$ cat config.mk
export PLATFORM = sky130hd
export DESIGN_NAME = trimmed_mean_sample_averager_top
export DESIGN_NICKNAME = d
export VERILOG_FILES = /design/src/hdl/tmsa_pkg.sv /design/src/hdl/tmsa_front.sv /design/src/hdl/tmsa_queue.sv /design/src/hdl/tmsa_divider.sv /design/src/hdl/trimmed_mean_sample_averager_top.sv
export SDC_FILE = /design/constraint.sdc
export NUM_CORES = 1
export LEC_CHECK = 0
export ABC_AREA = 1
export BUFFER_PORTS_ARGS = -buffer_cell sky130_fd_sc_hd__buf_2
export CORE_ASPECT_RATIO = 1.25
export CORE_MARGIN = 2
export CORE_UTILIZATION = 49
export CTS_CLUSTER_DIAMETER = 30
export DETAILED_ROUTE_END_ITERATION = 8
export GPL_TIMING_DRIVEN = 0
export PLACE_DENSITY = 0.69
export SYNTH_ARGS = -nofsm -noshare
export SYNTH_HDL_FRONTEND = slang
export SYNTH_SLANG_ARGS = --single-unit
$ cat constraint.sdc
create_clock -name clock -period 3.57 [get_ports clock]
set_input_delay 0.1785 -clock clock [delete_from_list [all_inputs] [get_ports clock]]
set_output_delay 0.1785 -clock clock [all_outputs]
set_load 0.03 [all_outputs]
$ cat src/hdl/tmsa_pkg.sv
package tmsa_pkg;

   localparam int SAMPLE_BITS = 12;
   localparam int COUNT_BITS  = 8;
   localparam int MAX_BATCH   = 255;
   localparam int MIN_BATCH   = 3;
   localparam int DROPPED     = 2;
   localparam int COUNT_RESET = 8;

   // Wide enough for MAX_BATCH full-scale samples, so the sum never wraps.
   localparam int SUM_BITS  = $clog2(MAX_BATCH * ((1 << SAMPLE_BITS) - 1) + 1);
   localparam int DIV_STEPS = SUM_BITS;
   localparam int STEP_BITS = $clog2(DIV_STEPS);

   localparam int QUEUE_DEPTH = 2;
   localparam int QPTR_BITS   = $clog2(QUEUE_DEPTH);
   localparam int QCNT_BITS   = $clog2(QUEUE_DEPTH + 1);

   localparam logic [SAMPLE_BITS-1:0] SAMPLE_MAX = '1;

   typedef struct packed {
      logic [SUM_BITS-1:0]   trimmed;
      logic [COUNT_BITS-1:0] divisor;
   } tmsa_entry_type;

   typedef struct packed {
      logic           valid;
      tmsa_entry_type entry;
   } tmsa_xfer_type;

   typedef enum logic [1:0] {
      DIV_IDLE,
      DIV_RUN,
      DIV_DONE
   } tmsa_div_state_type;

endpackage

$ cat src/hdl/tmsa_front.sv
module tmsa_front (
   input  logic                                 clock,
   input  logic                                 reset,
   input  logic                                 csr_write,
   input  logic [tmsa_pkg::COUNT_BITS-1:0]      csr_data,
   input  logic                                 req_valid,
   input  logic [tmsa_pkg::SAMPLE_BITS-1:0]     req_sample,
   input  logic                                 queue_full,
   output logic                                 req_stall,
   output tmsa_pkg::tmsa_xfer_type              push
);

   logic [tmsa_pkg::COUNT_BITS-1:0]  count_ff, count_in;
   logic [tmsa_pkg::SUM_BITS-1:0]    sum_ff, sum_in;
   logic [tmsa_pkg::SAMPLE_BITS-1:0] min_ff, min_in;
   logic [tmsa_pkg::SAMPLE_BITS-1:0] max_ff, max_in;
   logic [tmsa_pkg::COUNT_BITS-1:0]  taken_ff, taken_in;

   logic [tmsa_pkg::SUM_BITS-1:0]    sum_next;
   logic [tmsa_pkg::SAMPLE_BITS-1:0] min_next;
   logic [tmsa_pkg::SAMPLE_BITS-1:0] max_next;
   logic [tmsa_pkg::COUNT_BITS-1:0]  taken_next;
   logic                             accept;
   logic                             close;

   assign req_stall = queue_full;
   assign accept    = req_valid && !req_stall;

   always_comb begin
      sum_next   = sum_ff + tmsa_pkg::SUM_BITS'(req_sample);
      min_next   = (req_sample < min_ff) ? req_sample : min_ff;
      max_next   = (req_sample > max_ff) ? req_sample : max_ff;
      taken_next = taken_ff + tmsa_pkg::COUNT_BITS'(1);
      // A batch closes once the tally reaches or passes the current count,
      // which covers a count lowered partway through a batch.
      close      = taken_next >= count_ff;
   end

   always_comb begin
      push.valid         = accept && close;
      push.entry.trimmed = sum_next - tmsa_pkg::SUM_BITS'(min_next)
                           - tmsa_pkg::SUM_BITS'(max_next);
      push.entry.divisor = count_ff - tmsa_pkg::COUNT_BITS'(tmsa_pkg::DROPPED);
   end

   always_comb begin
      count_in = count_ff;
      if (csr_write) begin
         if (csr_data < tmsa_pkg::COUNT_BITS'(tmsa_pkg::MIN_BATCH)) begin
            count_in = tmsa_pkg::COUNT_BITS'(tmsa_pkg::MIN_BATCH);
         end else if (csr_data > tmsa_pkg::COUNT_BITS'(tmsa_pkg::MAX_BATCH)) begin
            count_in = tmsa_pkg::COUNT_BITS'(tmsa_pkg::MAX_BATCH);
         end else begin
            count_in = csr_data;
         end
      end
   end

   always_comb begin
      sum_in   = sum_ff;
      min_in   = min_ff;
      max_in   = max_ff;
      taken_in = taken_ff;
      if (accept) begin
         if (close) begin
            sum_in   = '0;
            min_in   = tmsa_pkg::SAMPLE_MAX;
            max_in   = '0;
            taken_in = '0;
         end else begin
            sum_in   = sum_next;
            min_in   = min_next;
            max_in   = max_next;
            taken_in = taken_next;
         end
      end
   end

   always_ff @(posedge clock) begin
      if (reset) begin
         count_ff <= tmsa_pkg::COUNT_BITS'(tmsa_pkg::COUNT_RESET);
         sum_ff   <= '0;
         min_ff   <= tmsa_pkg::SAMPLE_MAX;
         max_ff   <= '0;
         taken_ff <= '0;
      end else begin
         count_ff <= count_in;
         sum_ff   <= sum_in;
         min_ff   <= min_in;
         max_ff   <= max_in;
         taken_ff <= taken_in;
      end
   end

endmodule

$ cat src/hdl/tmsa_queue.sv
module tmsa_queue (
   input  logic                          clock,
   input  logic                          reset,
   input  tmsa_pkg::tmsa_xfer_type       push,
   input  logic                          pop,
   output logic                          full,
   output tmsa_pkg::tmsa_xfer_type       head
);

   tmsa_pkg::tmsa_entry_type           entries_ff [tmsa_pkg::QUEUE_DEPTH];
   logic [tmsa_pkg::QPTR_BITS-1:0]     wr_ptr_ff, wr_ptr_in;
   logic [tmsa_pkg::QPTR_BITS-1:0]     rd_ptr_ff, rd_ptr_in;
   logic [tmsa_pkg::QCNT_BITS-1:0]     fill_ff, fill_in;

   assign full       = fill_ff == tmsa_pkg::QCNT_BITS'(tmsa_pkg::QUEUE_DEPTH);
   assign head.valid = fill_ff != '0;
   assign head.entry = entries_ff[rd_ptr_ff];

   always_comb begin
      wr_ptr_in = wr_ptr_ff;
      rd_ptr_in = rd_ptr_ff;
      fill_in   = fill_ff;
      if (push.valid) begin
         wr_ptr_in = (wr_ptr_ff == tmsa_pkg::QPTR_BITS'(tmsa_pkg::QUEUE_DEPTH - 1))
                     ? '0 : wr_ptr_ff + tmsa_pkg::QPTR_BITS'(1);
      end
      if (pop) begin
         rd_ptr_in = (rd_ptr_ff == tmsa_pkg::QPTR_BITS'(tmsa_pkg::QUEUE_DEPTH - 1))
                     ? '0 : rd_ptr_ff + tmsa_pkg::QPTR_BITS'(1);
      end
      if (push.valid && !pop) begin
         fill_in = fill_ff + tmsa_pkg::QCNT_BITS'(1);
      end else if (pop && !push.valid) begin
         fill_in = fill_ff - tmsa_pkg::QCNT_BITS'(1);
      end
   end

   always_ff @(posedge clock) begin
      if (reset) begin
         wr_ptr_ff <= '0;
         rd_ptr_ff <= '0;
         fill_ff   <= '0;
      end else begin
         wr_ptr_ff <= wr_ptr_in;
         rd_ptr_ff <= rd_ptr_in;
         fill_ff   <= fill_in;
      end
   end

   always_ff @(posedge clock) begin
      if (push.valid) begin
         entries_ff[wr_ptr_ff] <= push.entry;
      end
   end

   a_no_push_when_full: assert property (@(posedge clock) disable iff (reset)
      push.valid |-> !full)
      else $error("queue written while full");

   a_no_pop_when_empty: assert property (@(posedge clock) disable iff (reset)
      pop |-> head.valid)
      else $error("queue read while empty");

endmodule

$ cat src/hdl/tmsa_divider.sv
module tmsa_divider (
   input  logic                              clock,
   input  logic                              reset,
   input  tmsa_pkg::tmsa_xfer_type           head,
   output logic                              pop,
   output logic                              rsp_valid,
   input  logic                              rsp_stall,
   output logic [tmsa_pkg::SAMPLE_BITS-1:0]  rsp_average
);

   tmsa_pkg::tmsa_div_state_type       state_ff, state_in;
   logic [tmsa_pkg::SUM_BITS-1:0]      work_ff, work_in;
   logic [tmsa_pkg::COUNT_BITS-1:0]    rem_ff, rem_in;
   logic [tmsa_pkg::COUNT_BITS-1:0]    div_ff, div_in;
   logic [tmsa_pkg::STEP_BITS-1:0]     step_ff, step_in;
   logic                               rsp_valid_ff, rsp_valid_in;
   logic [tmsa_pkg::SAMPLE_BITS-1:0]   rsp_average_ff, rsp_average_in;

   logic                               last_step;
   logic                               out_free;
   logic                               load_out;
   logic [tmsa_pkg::COUNT_BITS:0]      shifted;
   logic [tmsa_pkg::COUNT_BITS:0]      diff;
   logic                               fits;
   logic [tmsa_pkg::SAMPLE_BITS-1:0]   quotient_sat;

   assign last_step = step_ff == tmsa_pkg::STEP_BITS'(tmsa_pkg::DIV_STEPS - 1);
   assign out_free  = !rsp_valid_ff || !rsp_stall;

   always_comb begin
      state_in = state_ff;
      case (state_ff)
         tmsa_pkg::DIV_IDLE: begin
            if (head.valid) begin
               state_in = tmsa_pkg::DIV_RUN;
            end
         end
         tmsa_pkg::DIV_RUN: begin
            if (last_step) begin
               state_in = tmsa_pkg::DIV_DONE;
            end
         end
         tmsa_pkg::DIV_DONE: begin
            if (out_free) begin
               state_in = tmsa_pkg::DIV_IDLE;
            end
         end
         default: begin
            state_in = tmsa_pkg::DIV_IDLE;
         end
      endcase
   end

   always_comb begin
      pop      = 1'b0;
      load_out = 1'b0;
      case (state_ff)
         tmsa_pkg::DIV_IDLE: pop      = head.valid;
         tmsa_pkg::DIV_DONE: load_out = out_free;
         default: begin
            pop      = 1'b0;
            load_out = 1'b0;
         end
      endcase
   end

   // Restoring division: the quotient bits shift in at the bottom of the
   // work register as the dividend bits leave at the top.
   always_comb begin
      shifted = {rem_ff, work_ff[tmsa_pkg::SUM_BITS-1]};
      diff    = shifted - {1'b0, div_ff};
      fits    = shifted >= {1'b0, div_ff};
   end

   always_comb begin
      work_in = work_ff;
      rem_in  = rem_ff;
      div_in  = div_ff;
      step_in = step_ff;
      if (pop) begin
         work_in = head.entry.trimmed;
         rem_in  = '0;
         div_in  = head.entry.divisor;
         step_in = '0;
      end else if (state_ff == tmsa_pkg::DIV_RUN) begin
         work_in = {work_ff[tmsa_pkg::SUM_BITS-2:0], fits};
         rem_in  = fits ? diff[tmsa_pkg::COUNT_BITS-1:0]
                        : shifted[tmsa_pkg::COUNT_BITS-1:0];
         step_in = step_ff + tmsa_pkg::STEP_BITS'(1);
      end
   end

   // Only a count lowered mid-batch can push the quotient past full scale.
   always_comb begin
      if (|work_ff[tmsa_pkg::SUM_BITS-1:tmsa_pkg::SAMPLE_BITS]) begin
         quotient_sat = tmsa_pkg::SAMPLE_MAX;
      end else begin
         quotient_sat = work_ff[tmsa_pkg::SAMPLE_BITS-1:0];
      end
   end

   always_comb begin
      rsp_valid_in   = rsp_valid_ff;
      rsp_average_in = rsp_average_ff;
      if (load_out) begin
         rsp_valid_in   = 1'b1;
         rsp_average_in = quotient_sat;
      end else if (!rsp_stall) begin
         rsp_valid_in = 1'b0;
      end
   end

   always_ff @(posedge clock) begin
      if (reset) begin
         state_ff     <= tmsa_pkg::DIV_IDLE;
         step_ff      <= '0;
         rsp_valid_ff <= 1'b0;
      end else begin
         state_ff     <= state_in;
         step_ff      <= step_in;
         rsp_valid_ff <= rsp_valid_in;
      end
   end

   always_ff @(posedge clock) begin
      work_ff        <= work_in;
      rem_ff         <= rem_in;
      div_ff         <= div_in;
      rsp_average_ff <= rsp_average_in;
   end

   assign rsp_valid   = rsp_valid_ff;
   assign rsp_average = rsp_average_ff;

   a_pop_starts_run: assert property (@(posedge clock) disable iff (reset)
      pop |=> (state_ff == tmsa_pkg::DIV_RUN) && (step_ff == '0))
      else $error("division did not start after queue read");

   a_run_ends_done: assert property (@(posedge clock) disable iff (reset)
      (state_ff == tmsa_pkg::DIV_RUN) && last_step |=> state_ff == tmsa_pkg::DIV_DONE)
      else $error("division did not finish after the last step");

   a_result_from_done: assert property (@(posedge clock) disable iff (reset)
      $rose(rsp_valid_ff) |-> $past(state_ff) == tmsa_pkg::DIV_DONE)
      else $error("result raised outside of the finishing state");

endmodule

$ cat src/hdl/trimmed_mean_sample_averager_top.sv
// The closing sample writes its batch into the queue; the idle divider pops it,
// divides it bit by bit in DIV_RUN and registers the result from DIV_DONE.
// Throughput: one sample per cycle; the divider takes one batch at a time.
// A two-entry queue stalls samples only when it is full. Reset is synchronous
// and active high: the batch clears, the queue and output empty, and the sample
// count returns to 8.
module trimmed_mean_sample_averager_top (
   input  logic                                 clock,
   input  logic                                 reset,
   input  logic                                 csr_write,
   input  logic [tmsa_pkg::COUNT_BITS-1:0]      csr_data,
   input  logic                                 req_valid,
   output logic                                 req_stall,
   input  logic [tmsa_pkg::SAMPLE_BITS-1:0]     req_sample,
   output logic                                 rsp_valid,
   input  logic                                 rsp_stall,
   output logic [tmsa_pkg::SAMPLE_BITS-1:0]     rsp_average
);

   tmsa_pkg::tmsa_xfer_type push;
   tmsa_pkg::tmsa_xfer_type head;
   logic                    queue_full;
   logic                    pop;

   tmsa_front u_front (
      .clock      (clock),
      .reset      (reset),
      .csr_write  (csr_write),
      .csr_data   (csr_data),
      .req_valid  (req_valid),
      .req_sample (req_sample),
      .queue_full (queue_full),
      .req_stall  (req_stall),
      .push       (push)
   );

   tmsa_queue u_queue (
      .clock (clock),
      .reset (reset),
      .push  (push),
      .pop   (pop),
      .full  (queue_full),
      .head  (head)
   );

   tmsa_divider u_divider (
      .clock       (clock),
      .reset       (reset),
      .head        (head),
      .pop         (pop),
      .rsp_valid   (rsp_valid),
      .rsp_stall   (rsp_stall),
      .rsp_average (rsp_average)
   );

endmodule

==> results of run 1 <==
[metrics by stage]
stage          cell area (um2)  power (mW)  setup slack [ns]  hold WS (ns)  util (%)
2_1_floorplan            10200        6.48           0.00568         0.286         -
3_3_place_gp             10700        7.48            -0.646         0.421      52.9
3_5_place_dp             10700        7.58            -0.604         0.426      53.1
4_1_cts                  12200        10.8          -0.00306        0.0153      60.2
5_1_grt                  12400        12.3            -0.320        0.0290      61.5
6_report                 12400        11.5            -0.128        0.0295      61.5
[final cells by class]
class / count / area share (%)
flip-flops and latches: 177 / 36.3
well taps: 270 / 2.71
clock buffers: 20 / 3.67
plain buffers: 35 / 1.49
multi-input cells: 789 / 43.8
clock inverters: 12 / 1.25
inverters: 210 / 6.35
repair buffers: 79 / 4.47
[flip-flops by register name, summed over array words and instances (netlist names), 12 cells and up, named ones only]
signal	flops
u_front.max_ff	12
u_front.sum_ff	20
u_divider.work_ff	20
u_divider.rsp_average	12
u_queue.entries_ff	56
u_front.min_ff	12
[cell families after synthesis]
logic type / share of synthesized area (%)
AO/OA/AOI/OAI: 13.3
flip-flops: 44.3
AND/OR/NAND/NOR: 17.4
multiplexers: 0.984
buffers and inverters: 9.25
adder cells (fa/ha/maj): 11.1
XOR/XNOR: 3.70
[repair_timing]
item | 4_1_cts | 5_1_grt
pin swaps | 67 | 33
gates resized for setup | 151 | 53
cloned | 3 | 1
buffers inserted | 26 | 10
hold endpoints to repair | 1 | 0
hold buffers | 1 | 0
setup endpoints to repair | 30 | 29
[worst max-delay path: cells and delay by family, from the launching register on]
kind,cells,cell delay (ns)
buf+inv,5,0.40
fa+ha+maj,3,1.10
flops,1,0.34
xor+xnor,1,0.15
simple gates,10,0.88
compound gates,4,0.57
[worst paths after layout]
check | start | end | slack, ns | cells after the start
max | u_front.min_ff[9] | u_queue.entries_ff[1][24] | -0.13 | 23
min | csr_write | u_front.count_ff[0] | 0.03 | 2
max reg2reg | u_front.min_ff[9] | u_queue.entries_ff[1][24] | -0.13 | 23
min reg2reg | u_queue.rd_ptr_ff | u_queue.rd_ptr_ff | 0.46 | 1
[power breakdown]
part           internal, mW  switching, mW  total, mW
combinational          2.67           3.78       6.45
clock                  1.14          0.792       1.93
sequential             3.00          0.165       3.16
[cell usage after synthesis (2+ instances only)]
cell type	n
a211oi_1	12
a21boi_1	2
a21oi_1	83
a21oi_2	3
a22oi_1	14
a31oi_1	5
buf_1	5
buf_2	11
clkbuf_1	19
dfxtp_1	81
edfxtp_1	96
fa_1	14
ha_1	68
inv_1	201
inv_2	8
mux2_2	8
nand2_1	263
nand2_2	11
nand3_1	44
nand3_2	2
nand3b_1	3
nand4_1	5
nor2_1	64
nor2_2	6
nor3_1	14
nor3_2	2
o211ai_1	20
o21a_1	2
o21ai_0	77
o21ai_1	7
o22ai_1	2
xnor2_1	14
xor2_1	29
[per-layer routing]
metal | vias to the layer above | global-route usage [%] | share of wire, %
met1 | 3968 | 25.3 | 39
met5 | - | 0 | 0
met2 | 233 | 43.3 | 52
li1 | 4163 | - | -
met3 | 90 | 3.88 | 4.1
met4 | 0 | 11.8 | 5.0
==> results.cfg, run 1 <==
[power_and_ir_drop]
pwr_density_cell_nw_per_um2 = 927
irDropWorstVdd_mv = 0.610
p_leak_nw = 5.35

[clocking]
cts_sinks = 177
htree_levels = 4
insertion_delay_ns = 0.44
cts-root-buf = clkbuf_16
tritoncts = yes
clock_path_buffers = 2
clkSlewWorstSetupHoldPaths_ns = 0.07
cts_buffers = 17

[run_status]
violations = negative setup slack
status = finished with violations

[global_routing]
grt_pass1_wl_um = 40000
grt_usage_pct = 23.2
grt_overflow = 0
grt_pass1_vias = 8349
antenna_found_initial = 0
grt_max_degree = 23

[yosys]
synth_area_leaders = edfxtp_1 (28%), dfxtp_1 (16%), nand2_1 (9.7%)
yosys_warnings = 0
ys_ff_latch = 177
yosysSeqAreaShare_pct = 44.3
syn_avg_cell_area_um2 = 8.39
synth_nets = 1319
synthCells = 1212
synth_area_leader_cell = edfxtp_1
netlist_area_um2 = 10200
synth-main-ff-cell = edfxtp_1
synth_edf_count = 96
async_flop_share_pct = 0
yosys.area.top_type_share_pct = 28.3
yosysUniqueCellTypes = 50

[worst_setup_path]
worstPathRequired_ns = 3.75
path_cells = inv_1 > ha_1 > a21oi_2 > o21ai_1 > a21oi_2 > nand2_4 > buf_12 > o21ai_4 > inv_2 > fa_1 > inv_2 > ha_4 > nand2_4 > inv_2 > nand2_2 > nand2_2 > nand2_2 > nand3_4 > nand3_4 > nor2_4 > nor2_4 > nand2_2 > xor2_1
critPathLaunchType = register
arrival_ns = 3.88
crit_type = reg2reg
cp_slowest_cell = fa_1
cp_common_cell = nand2_2
critPathMaxStageDelay_ns = 0.54
cp-end-kind = register
critPathMaxFanout = 5

[floorplan]
die_h_um = 165
core_area_um2 = 20200
die_x_um = 133
initial_core_util_pct = 50.2
dieArea_um2 = 21900
io_pins = 39
rows = 58

[route]
avgRoutedWirePerCell_um = 15.7
vias = 8454
wl_um = 24900
via_per_inst = 5.31
drt_iter0_drc = 537
ant_nets = 0
drtPass1Iterations = 5
drc = 0

[placement]
dp_cells = 1522
io_buffers = 38
hpwl_um = 17600
place_congestion = 0.938

[final_layout]
nFillCells = 1660
post_layout_nonfiller_instances = 1592
drive_above_1_share_pct = 23.2
syn2layout_area_growth_pct = 22.4
seq_area_um2 = 4520
final_cell_mix = nand2_1 (236), inv_1 (174), edfxtp_1 (96)
multi_input_area_um2 = 5450
diodes = 0
nNetsFinal = 1416
layout_commonest_cell = nand2_1

[sta]
grt_setup_unrepaired = yes
relSlewSlack_pct = 34.5
setup_viol = 18
finalHoldViolations = 0
period_needed_ns = 3.70
max_freq_ghz = 0.270
drv_slew = 0
worst_slack_ns = -0.128
clock_skew_ns = 0.0174
fin_setup_tns_ns = -1.79
worst_pin_slew_ns = 0.982
post-route-period-util_pct = 104

[worst_hold_path]
hold_class = in2reg

[run]
drv_cap = 0
No activity file was read; power rests on OpenSTA's default activity.
==> run 2: changes to the inputs <==
Settings changed: SYNTH_HIERARCHICAL set to 1.
==> results.cfg, run 2 <==
[clocking]
clock_path_buffers = 2
cts_buffers = 17
clkSlewWorstSetupHoldPaths_ns = 0.07
htree_levels = 4
insertion_delay_ns = 0.43
tritoncts = yes
cts_sinks = 177
cts-root-buf = clkbuf_16

[placement]
dp_cells = 1539
place_congestion = 0.916
place_ws_ns = -0.792
hpwl_um = 17100
io_buffers = 38

[final_layout]
largest_reg_flops = 56
top_register = u_queue/entries_ff
post_layout_nonfiller_instances = 1621
diodes = 0
nNetsFinal = 1436
drive_above_1_share_pct = 26.1
top_regs = u_queue/entries_ff x56, u_divider/work_ff x20, u_front/sum_ff x20
layout_commonest_cell = nand2_1
final_cell_mix = nand2_1 (238), inv_1 (163), edfxtp_1 (96)
syn2layout_area_growth_pct = 22.5

[global_routing]
grt.busiest_layer = met2
gr-usage-met1_pct = 24.9
grt_max_degree = 30
gr-usage-met2_pct = 40.7
antenna_found_initial = 0
grt_usage_pct = 22.2
grt_util_met3_pct = 3.01
grt_pass1_vias = 8464
grt_overflow = 0
grt_pass1_wl_um = 39900

[sta]
worst_pin_slew_ns = 0.843
grt_setup_unrepaired = yes
setup_viol = 26
drv_slew = 0
worst_slack_ns = -0.323
relSlewSlack_pct = 43.6
max_freq_ghz = 0.257
clock_skew_ns = 0.0101
post-route-period-util_pct = 109
period_needed_ns = 3.89
finalHoldViolations = 0

[route]
drc = 0
drt_iter0_drc = 512
via_per_inst = 5.28
vias = 8558
ant_nets = 0
avgRoutedWirePerCell_um = 15.7
wl_um = 25400
drtPass1Iterations = 7

[worst_setup_path]
critPathMaxFanout = 5
critPathBufInv = 4
crit_type = reg2reg
cp_top_family = compound AO/OA/AOI/OAI gates
critPathLaunchType = register
path_cells = inv_2 > ha_4 > a21oi_2 > nor2_1 > a211oi_2 > nand3_4 > nand2_4 > buf_6 > nand2_1 > and2_4 > fa_1 > inv_2 > ha_4 > a21o_1 > a21oi_4 > buf_4 > o21bai_2 > a21oi_2 > o21bai_1 > xor2_1
cp_slowest_cell = fa_1
critPathMaxStageDelay_ns = 0.55
arrival_ns = 4.06
cp-end-kind = register
worstPathRequired_ns = 3.74

[yosys]
yosysSeqAreaShare_pct = 42.6
synthCells = 1222
synth_commonest_cells = nand2_1 (260), inv_1 (192), edfxtp_1 (96)
synth_compound_area_share_pct = 9.51
synthAdderAreaFrac_pct = 10.7
netlist_area_um2 = 10600
yosys.area.top_type_share_pct = 27.3
ys_ff_latch = 177
synth.area.mux_share_pct = 3.69
syn_avg_cell_area_um2 = 8.65
synth_edf_count = 96
synth_area_leader_cell = edfxtp_1
yosys.area_share.xor_xnor_pct = 3.88
synth-main-ff-cell = edfxtp_1
yosys.area_share.simple_pct = 20.5
yosysUniqueCellTypes = 49
synthMostInstantiatedCell = nand2_1
synth_top_family_by_area = simple AND/OR/NAND/NOR gates
synth_nets = 1329
async_flop_share_pct = 0
yosys_warnings = 6
synth_area_leaders = edfxtp_1 (27%), dfxtp_1 (15%), nand2_1 (9.2%)

[power_and_ir_drop]
netSwitchingFraction_pct = 41.7
irDropWorstVdd_mv = 0.719
pwr_density_cell_nw_per_um2 = 985
seqPwrFrac_pct = 25.3
intPower_mw = 7.44
clockPowerShare_pct = 14.1
p_comb_share_pct = 60.6
finalPower_mw = 12.8
p_switching_mw = 5.32
p_leak_nw = 5.70

[run_status]
status = finished with violations
violations = negative setup slack

[run]
drv_cap = 0

[floorplan]
initial_core_util_pct = 49.4
rows = 60
die_h_um = 168
core_area_um2 = 21400
io_pins = 39
die_x_um = 135
dieArea_um2 = 22800

[worst_hold_path]
hold_class = in2reg
[run 2: cell families (layout without fill, tap and decap cells)]
logic type,Yosys count,after routing
compound gates,175,175
xor+xnor,46,46
fa+ha+maj,82,82
buf+inv,235,354
flops,177,177
mux,28,28
simple gates,479,480
[run 2: cell type report]
| class | count | area (um2) |
|---|---|---|
| Timing Repair Buffer | 87 | 642 |
| Inverter | 198 | 753 |
| Multi-Input combinational cell | 811 | 5850 |
| Fill cell | 1837 | 8440 |
| Clock inverter | 15 | 140 |
| Buffer | 36 | 270 |
| Tap cell | 279 | 349 |
| Sequential cell | 177 | 4520 |
| Clock buffer | 17 | 425 |
| Timing Repair inverter | 1 | 7.51 |
[run 2: what timing repair did]
item | 4_1_cts | 5_1_grt
hold buffers | 4 | 0
setup buffers | 26 | 16
pin swaps | 64 | 37
gates resized for setup | 127 | 64
cloned | 4 | 1
setup endpoints to repair | 85 | 85
hold endpoints to repair | 4 | 0
[run 2: worst paths after layout]
kind / cells after the start / startpoint / slack [ns] / endpoint
max: 20 / u_front/max_ff[9] / -0.32 / u_queue/entries_ff[1][19]
min: 3 / csr_data[7] / 0.02 / u_front/count_ff[7]
max reg2reg: 20 / u_front/max_ff[9] / -0.32 / u_queue/entries_ff[1][19]
min reg2reg: 2 / u_front/sum_ff[11] / 0.47 / u_front/sum_ff[11]
[run 2: power by group through the flow]
stage	Clock [mW]	Combinational (mW)	Sequential, mW
after global routing	1.91	8.42	3.26
after detailed placement	0	5.29	3.26
after CTS	1.83	6.58	3.22
after global placement	0	5.18	3.24
final	1.80	7.74	3.23
after floorplan	0	4.16	3.21
[run 2: routing by layer]
| layer | routed length (um) | vias to the layer above |
|---|---|---|
| met1 | 10200 | 4050 |
| li1 | - | 4220 |
| met3 | 851 | 63 |
| met2 | 13200 | 225 |
| met5 | 0 | - |
| met4 | 1150 | 0 |
[run 2: per-stage QoR]
step	hold slack, ns	area (um2)	TNS (ns)	util, %
after detailed placement	0.429	11200	-45.42	52.5
after global routing	0.0125	13000	-9.67	60.5
after CTS	0.00827	12600	-1.08	58.8
after global placement	0.429	11200	-42.59	52.5
final	0.0244	13000	-5.30	60.5
after floorplan	0.248	10700	0	-
[run 2: tightest hold or removal path, stage by stage]
cell and delay, ns:
buf_2 0.10, a21oi_1 0.07, nor2_1 0.07
